**src/hdl/ramm_ram.sv**
```systemverilog
// Generic simple dual-port RAM: one write port, one read port with registered data.
`timescale 1ns / 1ps

module ramm_ram #(
   parameter int WIDTH = 8,
   parameter int DEPTH = 256
) (
   input  logic                     clock,
   input  logic                     wr_en,
   input  logic [$clog2(DEPTH)-1:0] wr_addr,
   input  logic [WIDTH-1:0]         wr_data,
   input  logic                     rd_en,
   input  logic [$clog2(DEPTH)-1:0] rd_addr,
   output logic [WIDTH-1:0]         rd_data
);

   logic [WIDTH-1:0] mem_ff [DEPTH];
   logic [WIDTH-1:0] rd_data_ff;

   // Write port
   always_ff @(posedge clock) begin
      if (wr_en) begin
         mem_ff[wr_addr] <= wr_data;
      end
   end

   // Read port, data held until the next read
   always_ff @(posedge clock) begin
      if (rd_en) begin
         rd_data_ff <= mem_ff[rd_addr];
      end
   end

   assign rd_data = rd_data_ff;

endmodule

```
**config.mk**
```make
export PLATFORM = sky130hd
export DESIGN_NAME = ramm_ram
export DESIGN_NICKNAME = d
export VERILOG_FILES = /design/src/hdl/ramm_ram.sv
export SDC_FILE = /design/constraint.sdc
export NUM_CORES = 2
export LEC_CHECK = 0
export BUFFER_PORTS_ARGS = -buffer_cell sky130_fd_sc_hd__clkbuf_2
export CAP_MARGIN = 10
export CORE_UTILIZATION = 35
export CTS_CLUSTER_DIAMETER = 60
export DETAILED_ROUTE_END_ITERATION = 8
export GPL_TIMING_DRIVEN = 0
export PLACE_DENSITY_LB_ADDON = 0.1
export SETUP_SLACK_MARGIN = 0.5
export SYNTH_ARGS = -nofsm -noshare
export SYNTH_HDL_FRONTEND = slang
export SYNTH_SLANG_ARGS = --single-unit
```
**constraint.sdc**
```tcl
create_clock -name clock -period 3 [get_ports clock]
set_input_delay 0.6 -clock clock [delete_from_list [all_inputs] [get_ports clock]]
set_output_delay 0.6 -clock clock [all_outputs]
set_load 0.05 [all_outputs]
```
==> metrics.txt <==
Final #Nets 4104; Seq/Total Area, Yosys between 70 and 80%; core area 226000 um2; max-capacitance violation count 0; status complete, no violations; largest family of logic cells by synthesized area multiplexers; Cell Chain, Critical Path clkbuf_2, nor2_1, nand4_1, clkbuf_1, nor2_1; most used cell, CP nor2_1; Synth Instances 3733; Starting Density 35.3%; Critical Path RT 3500 ps; Cell Area, Synth 79600 um2; Synth Area in Compound Gates 3.42%; Psw roughly 15 mW; num rows 174; Setup crit start wr_addr[4]; Critical Path Fanout Max 10; Ys Warns 0; Cells after DPL 6788; reg2reg start mem_ff[80][4]; clk root buf clkbuf_16; met1 usage 34.0%; Final Skew a little over 60 ps; cts bufs inserted 224; actual slew at the worst max-slew pin 1260 ps; Post-synth ARST share 0%; PD cells roughly 660 nW/um2; Post-Synth XOR/XNOR Area 0%; #FFs+latches synth 2056; 1st-pass router iterations 6; first-pass GRT wire length about 370000 um; Arr. time, crit path 3290 ps; CTS tree yes; WS Path Type in2reg; Pins Over Slew Limit 0; vias 41135; CTS H-Tree Depth 4; slowest CP cell nor2_1; setup TNS 0 ps; CP top delay family simple AND/OR/NAND/NOR gates; Core Util, Final 42.2%; ys flop type edfxtp_1; met2 usage 38.2%; vias in the first global route 41399; CP bufs+invs 2; mux cell area share after synthesis 14.6%; share of layout cells above drive strength 1 33.2%; Remaining DRCs 0; GR Layer Usage met3 3.98%; switch share 23.3%; Setup crit start kind input pin; DP Wirelength ~190000 um; post-route minimum period 2790 ps; final non-filler cell total 7257; post-DR wirelength/cell 38.3 um; DR iter-0 viols 4753; Synth Area in Simple Gates 2.63%; Final period util 93.0%; I/O Pins 35; internal power 48.5 mW; CP max stage delay 830 ps; Worst Setup End Kind register; GRT Resource Usage Total between 20% and 30%; origin of the worst min-delay path rd_en; Port Buffers 27; GPL Wtd Cong around 0.88; part of the power in registers 50.1%; Die Wd 479 um; clock latency on the worst-skew pair 890 ps; Worst-path clk slew 60 ps; post-synth cell types 54; Synth Net Count ~3800; worst vdd ir 0.000570 V; unrepaired setup endpoints after global routing yes; Final Power 63.3 mW; final setup fails 0; Remaining Overflow, GRT 0; clk sink count 2056; initial antenna violation count 20; fmax 358 MHz; largest net degree at the start of global routing 138; area delta synth->final 19.6%; Post-synth EDFFs between 2000 and 2500; Avg Cell Area, Syn between 20 and 25 um2; drt total wl ~280000 um; P_leak 29.1 nW; DR vias/cell approximately 5.7; post-route ant nets 0; Hold Vio Cnt, Final 0; Die H roughly 480 um; Max Root-Sink Buffers 3; full die area 229000 um2; layer with the highest usage met2; most frequent cells in the layout edfxtp_1, mux4_2, clkbuf_16; Comb pwr share between 6 and 7%; adder-cell share of the synthesized area 0%; class of the worst hold path in2reg; Clock power frac 43.3%; most common cell after layout, fill and taps aside edfxtp_1; Rel. slew slack 15.4%
[metal layers]
layer	part of all wire [%]	wire (um)	vias to the layer above
li1	-	-	16473
met1	44	121000	22730
met2	47	131000	1543
met3	6.0	16700	389
met4	3.5	9600	0
met5	0	0	-
[flip-flops by register name, indices dropped and copies added, names as in the netlist]
signal,flops
rd_data,8
mem_ff,2048
[final timing paths]
path,end,slack [ps],cells past startpoint
worst min register to register,rd_data[0],1220,5
worst max register to register,rd_data[4],340,5
worst max-delay path,mem_ff[199][0],210,5
worst min-delay path,rd_data[4],180,1
[power groups by stage]
stage          Sequential [mW]  Combinational, mW  Clock [mW]
6_report                  31.7               4.18        27.4
5_1_grt                   31.7               4.27        28.8
4_1_cts                   31.7               4.10        27.8
3_5_place_dp              32.3               3.71           0
3_3_place_gp              32.5               3.57           0
2_1_floorplan             32.4               1.59           0
[cells in the mapped netlist (3+ instances only)]
master	n	area, um2
a221oi_1	13	114
o22a_1	5	43.8
o22ai_1	28	175
o32ai_1	4	35.0
a21oi_1	96	480
o21ai_0	10	50.1
nor2b_1	31	194
nand3_1	34	170
o211ai_1	10	75.1
mux2i_1	134	1340
buf_12	8	160
buf_8	13	195
nor3_1	22	110
a22o_1	8	70.1
nand2b_1	8	50.1
nor4_2	3	37.5
edfxtp_1	2056	61700
buf_4	27	203
buf_6	21	236
a211oi_1	16	120
clkbuf_1	111	417
a22oi_1	133	998
nor4_1	24	150
nand2_1	33	124
buf_1	22	82.6
buf_2	31	155
and2_1	6	37.5
nand4_1	10	62.6
nor2_1	282	1060
mux4_2	454	10200
or2_2	4	25.0
o221ai_1	46	403
[cell type report]
| type | count | area, um2 |
|---|---|---|
| multi-input cells | 1442 | 18500 |
| flip-flops and latches | 2056 | 61700 |
| clock inverters | 139 | 1440 |
| diodes | 6 | 15.0 |
| plain buffers | 233 | 2600 |
| well taps | 2992 | 3740 |
| clock buffers | 269 | 5770 |
| repair buffers | 118 | 1480 |
| inverters | 2 | 8.76 |
| fillers | 19872 | 130000 |
[metrics by stage]
step	area (um2)	worst slack [ps]	hold WS, ps
floorplan	79900	443	699
global placement	83800	-3550	1080
detailed placement	84600	-2830	858
CTS	94500	21.8	124
global route	95300	250	132
finish	95300	209	181
[what timing repair did]
item,4_1_cts,5_1_grt
cloned,0,1
endpoints found under the hold margin,4,0
pin swaps,34,14
resized for setup,569,182
hold buffers,1,0
buffers inserted,40,13
setup endpoints to repair,1526,1680
[cell families after synthesis]
logic type,count (synthesis)
AOI/OAI and AO/OA,385
muxes,591
DFF,2056
buffers and inverters,235
and+or+nand+nor,466
Note: power is estimated with default switching activity, not from simulation.
